===== src/sv/bcd_pkg.sv =====
// ----------------------------------------------------------------------------
// bcd_pkg
// Shared types and constants for the button click / hold detector.
// ----------------------------------------------------------------------------
package bcd_pkg;

  localparam int unsigned TimeW  = 32;
  localparam int unsigned TallyW = 8;
  localparam int unsigned KindW  = 3;
  localparam int unsigned CfgIdxW = 2;

  localparam logic [TallyW-1:0] TallyMax = 8'd255;

  // Register indexes of the configuration port
  localparam logic [CfgIdxW-1:0] CfgClickGap   = 2'd0;
  localparam logic [CfgIdxW-1:0] CfgHoldTime   = 2'd1;
  localparam logic [CfgIdxW-1:0] CfgStuckTime  = 2'd2;
  localparam logic [CfgIdxW-1:0] CfgTickPeriod = 2'd3;

  typedef enum logic [KindW-1:0] {
    EV_NONE       = 3'd0,
    EV_CLICK      = 3'd1,
    EV_HOLD_START = 3'd2,
    EV_HOLD_TICK  = 3'd3,
    EV_HOLD_END   = 3'd4
  } ev_kind_e;

  typedef struct packed {
    logic             level_pressed;
    logic [TimeW-1:0] time_now;
  } in_req_t;

  typedef struct packed {
    logic [KindW-1:0]  event_kind;
    logic [TallyW-1:0] click_total;
  } out_req_t;

  typedef struct packed {
    logic [TimeW-1:0] click_gap_time;
    logic [TimeW-1:0] hold_time;
    logic [TimeW-1:0] stuck_time;
    logic [TimeW-1:0] tick_period;
  } cfg_t;

endpackage


===== src/sv/button_click_hold_detector.sv =====
// ----------------------------------------------------------------------------
// button_click_hold_detector
// Turns timestamped button samples into click, hold start, hold tick and
// hold end events; one event per sample.
// ----------------------------------------------------------------------------
//
//   channel   signals                          direction  moves
//   in        in_valid_i/in_ready_o/in_req_i   to block   level + timestamp
//   out       out_valid_o/out_ready_i/out_req_o from block event + click count
//   cfg       cfg_we_i/cfg_idx_i/cfg_data_i    to block   timing registers
//
// One request per cycle sustained while the output is not stalled. A request
// sits in the input register, the event logic runs in one pass and lands in
// the output register.
// Reset restores the timing registers to their defaults and clears the valid flags and the detector state.
// A stalled output holds the result; the input register then holds too and
// in_ready_o drops once it is full.
//
module button_click_hold_detector
  import bcd_pkg::*;
(
  input  logic               clk_i,
  input  logic               rst_ni,
  input  logic               in_valid_i,
  output logic               in_ready_o,
  input  in_req_t            in_req_i,
  output logic               out_valid_o,
  input  logic               out_ready_i,
  output out_req_t           out_req_o,
  input  logic               cfg_we_i,
  input  logic [CfgIdxW-1:0] cfg_idx_i,
  input  logic [TimeW-1:0]   cfg_data_i
);

  cfg_t     cfg;
  logic     in_valid_q;
  in_req_t  in_q;
  logic     out_valid_q;
  out_req_t out_q;
  out_req_t result;
  logic     out_free;
  logic     advance;

  bcd_cfg u_cfg (
    .clk_i      (clk_i),
    .rst_ni     (rst_ni),
    .cfg_we_i   (cfg_we_i),
    .cfg_idx_i  (cfg_idx_i),
    .cfg_data_i (cfg_data_i),
    .cfg_o      (cfg)
  );

  // Advance the input register into the output register when it can take it
  assign out_free   = !out_valid_q || out_ready_i;
  assign advance    = in_valid_q && out_free;
  assign in_ready_o = !in_valid_q || out_free;

  // Capture the sample
  always_ff @(posedge clk_i or negedge rst_ni) begin
    if (!rst_ni) begin
      in_valid_q <= 1'b0;
    end else if (in_ready_o) begin
      in_valid_q <= in_valid_i;
    end
  end

  always_ff @(posedge clk_i) begin
    if (in_ready_o && in_valid_i) begin
      in_q <= in_req_i;
    end
  end

  // State updates only when the event is committed to the output register
  bcd_step u_step (
    .clk_i    (clk_i),
    .rst_ni   (rst_ni),
    .step_i   (advance),
    .sample_i (in_q),
    .cfg_i    (cfg),
    .result_o (result)
  );

  // Hold the result until taken
  always_ff @(posedge clk_i or negedge rst_ni) begin
    if (!rst_ni) begin
      out_valid_q <= 1'b0;
    end else if (out_free) begin
      out_valid_q <= in_valid_q;
    end
  end

  always_ff @(posedge clk_i) begin
    if (advance) begin
      out_q <= result;
    end
  end

  assign out_valid_o = out_valid_q;
  assign out_req_o   = out_q;

  // A click event always carries a nonzero count
  a_click_count: assert property (@(posedge clk_i) disable iff (!rst_ni)
    out_valid_o && out_req_o.event_kind == EV_CLICK |-> out_req_o.click_total != '0)
    else $error("click event with zero count");

  // Only click events carry a count
  a_count_only_click: assert property (@(posedge clk_i) disable iff (!rst_ni)
    out_valid_o && out_req_o.event_kind != EV_CLICK |-> out_req_o.click_total == '0)
    else $error("count on a non-click event");

  // A full input register behind a stalled output stays full and unchanged
  a_input_holds: assert property (@(posedge clk_i) disable iff (!rst_ni)
    in_valid_q && out_valid_q && !out_ready_i |=> in_valid_q && $stable(in_q))
    else $error("input register lost a sample during stall");

endmodule


===== src/sv/bcd_cfg.sv =====
// ----------------------------------------------------------------------------
// bcd_cfg
// Configuration register file: four 32-bit timing registers.
// ----------------------------------------------------------------------------
module bcd_cfg
  import bcd_pkg::*;
(
  input  logic               clk_i,
  input  logic               rst_ni,
  input  logic               cfg_we_i,
  input  logic [CfgIdxW-1:0] cfg_idx_i,
  input  logic [TimeW-1:0]   cfg_data_i,
  output cfg_t               cfg_o
);

  cfg_t cfg_q;

  always_ff @(posedge clk_i or negedge rst_ni) begin
    if (!rst_ni) begin
      cfg_q.click_gap_time <= 32'd400;
      cfg_q.hold_time      <= 32'd500;
      cfg_q.stuck_time     <= 32'd60000;
      cfg_q.tick_period    <= 32'd30;
    end else if (cfg_we_i) begin
      case (cfg_idx_i)
        CfgClickGap:   cfg_q.click_gap_time <= cfg_data_i;
        CfgHoldTime:   cfg_q.hold_time      <= cfg_data_i;
        CfgStuckTime:  cfg_q.stuck_time     <= cfg_data_i;
        CfgTickPeriod: cfg_q.tick_period    <= cfg_data_i;
        default: ;
      endcase
    end
  end

  assign cfg_o = cfg_q;

endmodule


===== src/sv/bcd_step.sv =====
// ----------------------------------------------------------------------------
// bcd_step
// Detector state and the per-sample event logic.
// ----------------------------------------------------------------------------
module bcd_step
  import bcd_pkg::*;
(
  input  logic     clk_i,
  input  logic     rst_ni,
  input  logic     step_i,
  input  in_req_t  sample_i,
  input  cfg_t     cfg_i,
  output out_req_t result_o
);

  logic              was_pressed_q, was_pressed_d;
  logic [TimeW-1:0]  press_begin_q, press_begin_d;
  logic              is_holding_q, is_holding_d;
  logic              is_stuck_q, is_stuck_d;
  logic [TallyW-1:0] click_tally_q, click_tally_d;
  logic [TimeW-1:0]  release_time_q, release_time_d;
  logic [TimeW-1:0]  tick_time_q, tick_time_d;

  logic [TimeW-1:0]  since_press, since_release, since_tick;
  logic              gap_passed;
  ev_kind_e          kind;
  logic [TallyW-1:0] total;

  // Elapsed times wrap modulo 2^32
  assign since_press   = sample_i.time_now - press_begin_q;
  assign since_release = sample_i.time_now - release_time_q;
  assign since_tick    = sample_i.time_now - tick_time_q;
  assign gap_passed    = since_release > cfg_i.click_gap_time;

  always_comb begin
    was_pressed_d  = was_pressed_q;
    press_begin_d  = press_begin_q;
    is_holding_d   = is_holding_q;
    is_stuck_d     = is_stuck_q;
    click_tally_d  = click_tally_q;
    release_time_d = release_time_q;
    tick_time_d    = tick_time_q;
    kind           = EV_NONE;
    total          = '0;

    if (sample_i.level_pressed && !was_pressed_q) begin
      // press edge: keep any pending click run
      was_pressed_d = 1'b1;
      press_begin_d = sample_i.time_now;
      is_holding_d  = 1'b0;
      is_stuck_d    = 1'b0;
    end else if (!sample_i.level_pressed && was_pressed_q) begin
      was_pressed_d = 1'b0;
      if (is_holding_q) begin
        is_holding_d  = 1'b0;
        click_tally_d = '0;
        kind          = EV_HOLD_END;
      end else begin
        if (click_tally_q == '0 || gap_passed) begin
          click_tally_d = TallyW'(1);
        end else if (click_tally_q != TallyMax) begin
          click_tally_d = click_tally_q + TallyW'(1);
        end
        release_time_d = sample_i.time_now;
      end
    end else if (sample_i.level_pressed) begin
      if (!is_holding_q) begin
        if (since_press > cfg_i.hold_time) begin
          is_holding_d  = 1'b1;
          click_tally_d = '0;
          tick_time_d   = sample_i.time_now;
          kind          = EV_HOLD_START;
        end
      end else if (!is_stuck_q && since_press > cfg_i.stuck_time) begin
        is_stuck_d = 1'b1;
      end else if (!is_stuck_q && since_tick > cfg_i.tick_period) begin
        tick_time_d = sample_i.time_now;
        kind        = EV_HOLD_TICK;
      end
    end else begin
      if (click_tally_q != '0 && gap_passed) begin
        kind          = EV_CLICK;
        total         = click_tally_q;
        click_tally_d = '0;
      end
    end
  end

  always_ff @(posedge clk_i or negedge rst_ni) begin
    if (!rst_ni) begin
      was_pressed_q  <= 1'b0;
      press_begin_q  <= '0;
      is_holding_q   <= 1'b0;
      is_stuck_q     <= 1'b0;
      click_tally_q  <= '0;
      release_time_q <= '0;
      tick_time_q    <= '0;
    end else if (step_i) begin
      was_pressed_q  <= was_pressed_d;
      press_begin_q  <= press_begin_d;
      is_holding_q   <= is_holding_d;
      is_stuck_q     <= is_stuck_d;
      click_tally_q  <= click_tally_d;
      release_time_q <= release_time_d;
      tick_time_q    <= tick_time_d;
    end
  end

  assign result_o.event_kind  = kind;
  assign result_o.click_total = total;

endmodule


===== config.mk =====
export PLATFORM = sky130hd
export DESIGN_NAME = button_click_hold_detector
export DESIGN_NICKNAME = d
export VERILOG_FILES = /design/src/sv/bcd_pkg.sv /design/src/sv/button_click_hold_detector.sv /design/src/sv/bcd_cfg.sv /design/src/sv/bcd_step.sv
export SDC_FILE = /design/constraint.sdc
export NUM_CORES = 1
export LEC_CHECK = 0
export BUFFER_PORTS_ARGS = -buffer_cell sky130_fd_sc_hd__buf_2
export CAP_MARGIN = 20
export CELL_PAD_IN_SITES_DETAIL_PLACEMENT = 1
export CELL_PAD_IN_SITES_GLOBAL_PLACEMENT = 1
export CORE_ASPECT_RATIO = 1.75
export CORE_MARGIN = 4
export CORE_UTILIZATION = 50
export DETAILED_ROUTE_END_ITERATION = 8
export PLACE_DENSITY = 0.86
export SLEW_MARGIN = 20
export SYNTH_ARGS = -nofsm -noshare
export SYNTH_HDL_FRONTEND = slang
export SYNTH_SLANG_ARGS = --single-unit

===== constraint.sdc =====
create_clock -name clk_i -period 6.2 [get_ports clk_i]
set_input_delay 0.62 -clock clk_i [delete_from_list [all_inputs] [get_ports clk_i]]
set_output_delay 0.62 -clock clk_i [all_outputs]
set_load 0.05 [all_outputs]

==> flow_summary.yaml, run 1 <==
layout:
  final_core_utilization: 0.581
  filler_cell_count: 3985
  drive_gt1_frac: 0.219
  area.growth.synth_to_final_pct: 13.9
  insertedDiodeCount: 0
  finalNonFillerCells: 2444
  design_area_um2: 21100
  final_nets: 2253
setup_path:
  critical_path.cell_chain: "inv_2 > ha_1 > inv_1 > fa_2 > a211oi_4 > o211a_1 > nor2_1 > a221o_1 > o311ai_4 > o211ai_2 > o41a_1 > a21oi_1 > xnor2_1 > ha_1 > and4_1 > nand3_1 > or4_4 > or4_4 > nand2_2 > o32ai_4 > buf_4 > clkbuf_16 > mux2_2"
  reg2reg_slack_ps: 100
  critical_path.n_buffers_inverters: 4
  worstSetupStartpointType: "flip-flop"
  cp.required_ps: 6650
  critical_path_peak_fanout: 8
  crit_path_top_delay_cell: "or4_4"
  worst_ep_arrival_time_ps: 6550
  path_delay_family: "compound AO/OA/AOI/OAI gates"
  cp-end-kind: "flip-flop"
  critical_path_class: "flip-flop to flip-flop"
  critical-path-max-stage-delay_ps: 550
sta:
  final.min_clock_period_ps: 6100
  finalClockSkew_ps: 28.2
  fmaxAchievable_mhz: 164
  report.final.hold_viol_count: 0
  post-route-period-util: 0.984
  timing.max_slew.rel_slack: 0.289
  tightestPinTransition_ps: 1070
  final_setup_slack_of_the_worst_path_ps: 101
  finalMaxSlewViolations: 0
  count_of_endpoints_failing_setup_in_the_final_report: 0
power_and_ir_drop:
  cellPowerDensity_nw_per_um2: 563
  share_seq_of_total_power: 0.228
  power_leakage_nw: 10.1
  switchingPower_mw: 5.18
  ir_worst_vdd_mv: 0.300
  pwr-share-clk: 0.174
  power.internal_mw: 6.69
  power.share.switching: 0.436
  power.combinational.fraction: 0.598
drt:
  total_drc_errors_in_the_routed_layout: 0
  post_drt_via_cell_ratio: 6.05
  drt.antenna.violating_nets: 0
  vias: 14800
  detail_route.first_pass.iterations: 5
  drt_wl_total_mm: 58.4
  wl_per_cell_um: 23.9
  first_iter_violations: 589
clocking:
  h_tree_levels: 1
  worst_skew_pair_later_pin_latency_ps: 590
  cts_tree: "yes"
  cts_hold_buf: 0
  clockRootBuffer: "clkbuf_16"
  cts.reportedPaths.clkPinSlew_ps: 60
  cts_bufs_inserted: 29
  max-clock-path-buffers: 3
  clock-sinks: 281
global_route:
  vias_in_the_first_global_route: 16700
  grt_first_pass_wirelength_mm: 89.0
  grt_max_degree: 125
  global_route_congestion_overflow_total: 0
  all_layer_global_routing_usage: 0.278
  antenna_found_initial: 1
synth:
  yosysSeqAreaShare: 0.394
  edff_count_synth: 44
  synth_largest_type_area_fraction: 0.294
  post_synth.cell_area_avg_um2: 10.2
  synth-main-ff-cell: "dfrtp_1"
  synthArstFlopShare: 0.843
  postSynthCellCount: 1817
  yosys.area.top_type: "dfrtp_1"
  mappedNetlistNets: 2119
  yosys.cell_types.count: 71
  synth_area_leaders: "dfrtp_1 29%, ha_1 15%, mux2_2 12%"
  postSynthRegisterBits: 281
  yosys_warnings: 0
  synthesis.area_um2: 18500
outcome:
  outcome: "finished, final reports clean"
placed_design:
  dp_worst_setup_slack_ps: 88.9
  detailed_place_hpwl_mm: 42.9
  gp_routability_congestion: 0.912
  dpl.cell_count: 2384
  instance_area_at_placement_um2: 19800
  numPortBuffers: 84
run:
  max_cap_viol: 0
floorplanning:
  ioPinCount: 85
  row_cnt: 92
  die_area_um2: 40200
  initial_core_util: 0.510
  chipHeight_um: 262
  die_x_um: 153
  placeableCoreArea_um2: 36300
hold_path:
  timing.hold.worst.class: "primary input to async pin"
==> state kept, by name, summed over array words and instances (netlist names), 8 cells and up <==
name,count
u_step.click_tally_q,8
u_step.press_begin_q,32
u_step.tick_time_q,32
u_cfg.cfg_o,128
u_step.release_time_q,32
out_req_o,11
in_q,33
==> placed cells by master, fill, tap and decap left out, drive strengths merged, types with 11 or more instances in the layout <==
cell type / Yosys / layout
a21oi: 97 / 97
nand4: 29 / 29
nor2: 89 / 89
xnor2: 52 / 52
buf: 11 / 132
edfxtp: 44 / 44
mux2: 192 / 192
clkbuf: 19 / 38
nand2: 86 / 86
xor2: 23 / 23
ha: 227 / 227
nand2b: 11 / 11
dfstp: 20 / 20
nor2b: 19 / 19
dfrtp: 217 / 217
inv: 253 / 254
nor3: 26 / 26
o21ai: 88 / 88
a21o: 71 / 71
o21a: 20 / 20
o211ai: 14 / 14
o21bai: 11 / 11
nor4: 11 / 11
and2: 19 / 19
nand3: 32 / 32
==> timing repair <==
item                       4_1_cts  5_1_grt
gates resized for setup          1       17
pin swaps                        0        5
gates cloned                     0        2
buffers inserted                 0        4
setup endpoints to repair        6       46
==> worst reg2reg max path, cell delays in order, from the launching register on <==
cell and delay [ps]:
edfxtp_1 410, inv_2 120, ha_1 190, inv_1 60
fa_2 390, a211oi_4 300, o211a_1 220, nor2_1 100
a221o_1 430, o311ai_4 350, o211ai_2 160, o41a_1 370
a21oi_1 200, xnor2_1 130, ha_1 310, and4_1 170
nand3_1 120, or4_4 550, or4_4 520, nand2_2 130
o32ai_4 100, buf_4 180, clkbuf_16 180, mux2_2 280
==> cells by family after synthesis <==
kind of cell             synth area share
AND/OR/NAND/NOR                    0.0977
XOR/XNOR                           0.0355
multiplexers                        0.117
flip-flops                          0.394
buffers and inverters              0.0577
adder cells (fa/ha/maj)             0.157
AO/OA/AOI/OAI                       0.141
==> final cells by class <==
class	instances	area [µm²]	share of cell area
Clock inverter	17	277	0.0131
Multi-Input combinational cell	1253	10300	0.487
Sequential cell	281	7280	0.346
Tap cell	470	588	0.0279
Clock buffer	37	858	0.0408
Timing Repair Buffer	133	857	0.0407
Inverter	253	950	0.0451
==> cells in the mapped netlist (5+ instances only) <==
| master | number |
|---|---|
| and4_1 | 5 |
| xor2_1 | 23 |
| and3_1 | 6 |
| and2_1 | 19 |
| nor4_1 | 11 |
| buf_1 | 8 |
| o21a_1 | 20 |
| o21ai_0 | 86 |
| a221o_1 | 8 |
| nor2_1 | 89 |
| a22o_1 | 6 |
| a21oi_1 | 97 |
| nand3_1 | 32 |
| xnor2_1 | 52 |
| or2_2 | 6 |
| nor3_1 | 26 |
| nand2b_1 | 11 |
| a21o_1 | 71 |
| a31oi_1 | 8 |
| o21bai_1 | 11 |
| or4_1 | 7 |
| o31a_1 | 5 |
| nand2_1 | 86 |
| a31o_2 | 7 |
| clkbuf_1 | 19 |
| mux2_2 | 192 |
| nand4_1 | 29 |
| ha_1 | 227 |
| inv_1 | 253 |
| a211oi_1 | 6 |
| o211ai_1 | 13 |
| dfrtp_1 | 217 |
| o31ai_1 | 6 |
| a21boi_0 | 5 |
| nor2b_1 | 19 |
| edfxtp_1 | 44 |
| dfstp_2 | 20 |
==> metrics by stage <==
stage,setup TNS [ps],hold WS (ps),power [mW]
floorplan,0,324,7.30
global placement,0,470,8.91
detailed placement,0,488,9.43
CTS,0,157,11.7
global route,-842,150,12.7
finish,0,81.4,11.9
==> final timing paths <==
path                                        startpoint                                     to  cells past startpoint
setup / recovery                     in_q[0]$_DFFE_PP_      u_step.tick_time_q[7]$_DFFE_PN0P_                     23
hold / removal                                  rst_ni             u_cfg.cfg_o[5]$_DFFE_PN0P_                      1
setup reg to reg                     in_q[0]$_DFFE_PP_      u_step.tick_time_q[7]$_DFFE_PN0P_                     23
hold reg to reg            u_cfg.cfg_o[52]$_DFFE_PN0P_            u_cfg.cfg_o[52]$_DFFE_PN0P_                      1
max in group asynchronous                       rst_ni  u_step.release_time_q[22]$_DFFE_PN0P_                      2
min in group clk_i                        in_req_i[32]                     in_q[32]$_DFFE_PP_                      1
==> power groups by stage <==
stage          Clock, mW  Combinational [mW]  Sequential [mW]
2_1_floorplan          0                4.66             2.64
3_3_place_gp           0                6.23             2.67
3_5_place_dp           0                6.71             2.72
4_1_cts             2.09                6.89             2.70
5_1_grt             2.17                7.78             2.76
6_report            2.07                7.09             2.71
==> metal layers <==
metal,vias to the layer above,routed length (µm),GRT usage
met5,-,16,0
met1,7413,19500,0.267
li1,6706,-,-
met4,2,5900,0.225
met3,251,1960,0.0297
met2,421,31000,0.522
(Power assumes the default switching activity.)
==> run 2, diff against run 1 <==
--- a/config.mk
+++ b/config.mk
@@ -14,6 +14,7 @@
 export CORE_UTILIZATION = 50
 export DETAILED_ROUTE_END_ITERATION = 8
 export PLACE_DENSITY = 0.86
+export RECOVER_POWER = 100
 export SLEW_MARGIN = 20
 export SYNTH_ARGS = -nofsm -noshare
 export SYNTH_HDL_FRONTEND = slang
==> run 2 against run 1 <==
Critical path type unchanged. Maximum frequency is essentially flat. The flow now finishes with violations (max-capacitance violations, max-slew violations). Sequential power is essentially flat. Hold slack gained 120 ps. Sequential share of layout area grew 0.11 points. Largest power group unchanged. First-iteration DRC count grew 2.7%. Clock power is essentially flat.
==> flow_summary.yaml, run 2 (synthesized netlist as in run 1, its figures left out) <==
power_and_ir_drop:
  power.combinational.fraction: 0.598
  ir_worst_vdd_mv: 0.302
  share_seq_of_total_power: 0.228
  switchingPower_mw: 5.19
  cellPowerDensity_nw_per_um2: 566
  power.internal_mw: 6.69
  pwr-share-clk: 0.174
  power_leakage_nw: 10.0
  power.share.switching: 0.437
global_route:
  all_layer_global_routing_usage: 0.278
  global_route_congestion_overflow_total: 0
  grt_max_degree: 125
  grt_first_pass_wirelength_mm: 89.0
  antenna_found_initial: 1
  vias_in_the_first_global_route: 16700
sta:
  finalClockSkew_ps: 36.4
  report.final.hold_viol_count: 0
  post-route-period-util: 0.983
  timing.max_slew.rel_slack: -2.56
  tightestPinTransition_ps: 5340
  final.min_clock_period_ps: 6100
  tns_ps: 0
  fmaxAchievable_mhz: 164
  count_of_endpoints_failing_setup_in_the_final_report: 0
  finalMaxSlewViolations: 327
setup_path:
  worstSetupStartpointType: "flip-flop"
  cp.required_ps: 6650
  cp-end-kind: "flip-flop"
  critical_path_class: "flip-flop to flip-flop"
  worst_ep_arrival_time_ps: 6540
  reg2reg_slack_ps: 100
  critical_path_peak_fanout: 8
floorplanning:
  placeableCoreArea_um2: 36300
  die_x_um: 153
  initial_core_util: 0.510
  ioPinCount: 85
  die_area_um2: 40200
  row_cnt: 92
  chipHeight_um: 262
drt:
  detail_route.first_pass.iterations: 4
  dr.max_layer_used: "met5"
  post_drt_via_cell_ratio: 6.05
  wl_per_cell_um: 23.9
  routedLengthMet1_mm: 19.7
  vias: 14800
  met2RoutedLength_mm: 31.0
  met3_length_mm: 1.77
  drt.antenna.violating_nets: 0
  drt_wl_total_mm: 58.5
  total_drc_errors_in_the_routed_layout: 0
  first_iter_violations: 605
layout:
  area.growth.synth_to_final_pct: 13.5
  layout_common_cells: "252 x inv_1, 227 x ha_1, 217 x dfrtp_1"
  final_nets: 2253
  final_common_cell: "inv_1"
  drive_gt1_frac: 0.205
  max_reg_flops: 128
  finalNonFillerCells: 2444
  design_area_um2: 21000
  insertedDiodeCount: 0
placed_design:
  dpl.cell_count: 2384
  numPortBuffers: 84
  instance_area_at_placement_um2: 19800
  detailed_place_hpwl_mm: 42.9
  gp_routability_congestion: 0.912
clocking:
  cts_bufs_inserted: 29
  worst_skew_pair_later_pin_latency_ps: 600
  cts_tree: "yes"
  clock-sinks: 281
  cts.reportedPaths.clkPinSlew_ps: 70
  h_tree_levels: 1
  max-clock-path-buffers: 3
  cts_hold_buf: 0
  clockRootBuffer: "clkbuf_16"
outcome:
  outcome: "finished with violations"
  failing_checks: "max-capacitance violations, max-slew violations"
hold_path:
  timing.hold.worst.class: "primary input to flip-flop"
run:
  max_cap_viol: 7
-- run 2: cell types whose count changed in the layout (fill, tap and decap cells not counted), moves of 2 or more --
| cell | before | now |
|---|---|---|
| mux2_1 | 0 | 4 |
| and2_0 | 0 | 2 |
| mux2_2 | 192 | 188 |
| buf_2 | 83 | 68 |
| clkbuf_1 | 0 | 21 |
| buf_4 | 44 | 39 |
-- run 2: routing by layer --
layer | vias up | GRT usage
met5 | - | 0
met4 | 2 | 0.225
met3 | 254 | 0.0297
met2 | 391 | 0.522
met1 | 7417 | 0.267
li1 | 6713 | -
-- run 2: power by group through the flow --
stage / clock network, mW / registers (mW) / logic, mW
global route: 2.17 / 2.76 / 7.77
global placement: 0 / 2.67 / 6.23
floorplan: 0 / 2.64 / 4.66
detailed placement: 0 / 2.72 / 6.71
finish: 2.07 / 2.71 / 7.10
CTS: 2.09 / 2.70 / 6.89
-- run 2: area by class of cell --
cell class,instances,area [µm²]
Clock buffer,37,858
Clock inverter,17,277
Inverter,253,950
Tap cell,470,588
Fill cell,4002,15300
Sequential cell,281,7280
Timing Repair Buffer,133,801
Multi-Input combinational cell,1253,10200
-- run 2: worst paths after layout --
check / from / end / cells after the start
worst min register to register: u_cfg.cfg_o[31]$_DFFE_PN0P_ / u_cfg.cfg_o[31]$_DFFE_PN0P_ / 1
worst max register to register: in_q[0]$_DFFE_PP_ / u_step.tick_time_q[7]$_DFFE_PN0P_ / 23
max in group asynchronous: rst_ni / u_cfg.cfg_o[117]$_DFFE_PN0P_ / 1
worst max-delay path: in_q[0]$_DFFE_PP_ / u_step.tick_time_q[7]$_DFFE_PN0P_ / 23
min in group asynchronous: rst_ni / u_cfg.cfg_o[5]$_DFFE_PN0P_ / 1
worst min-delay path: in_req_i[32] / in_q[32]$_DFFE_PP_ / 1
-- run 2: repair_timing --
action                     4_1_cts  5_1_grt
setup endpoints to repair        6       46
pin swaps                        0        5
gates resized for setup          1       17
cloned                           0        2
setup buffers                    0        4
-- run 2: metrics by stage --
| step | worst slack [ps] | util | hold WS (ps) | power, mW |
|---|---|---|---|---|
| after floorplan | 785 | - | 324 | 7.30 |
| after global placement | 306 | 0.545 | 470 | 8.91 |
| after detailed placement | 88.9 | 0.545 | 488 | 9.43 |
| after CTS | 29.0 | 0.577 | 157 | 11.7 |
| after global routing | -45.2 | 0.579 | 186 | 12.7 |
| final | 104 | 0.579 | 198 | 11.9 |
-- run 2: worst max-delay path, stage by stage, from the launching register on --
cell	delay (ps)
edfxtp_1	410
inv_2	120
ha_1	190
inv_1	60
fa_2	390
a211oi_4	300
o211a_1	210
nor2_1	90
a221o_1	430
o311ai_4	350
o211ai_2	160
o41a_1	370
a21oi_1	200
xnor2_1	130
ha_1	310
and4_1	170
nand3_1	120
or4_4	550
or4_4	510
nand2_2	130
o32ai_4	100
buf_4	180
clkbuf_16	180
mux2_2	280
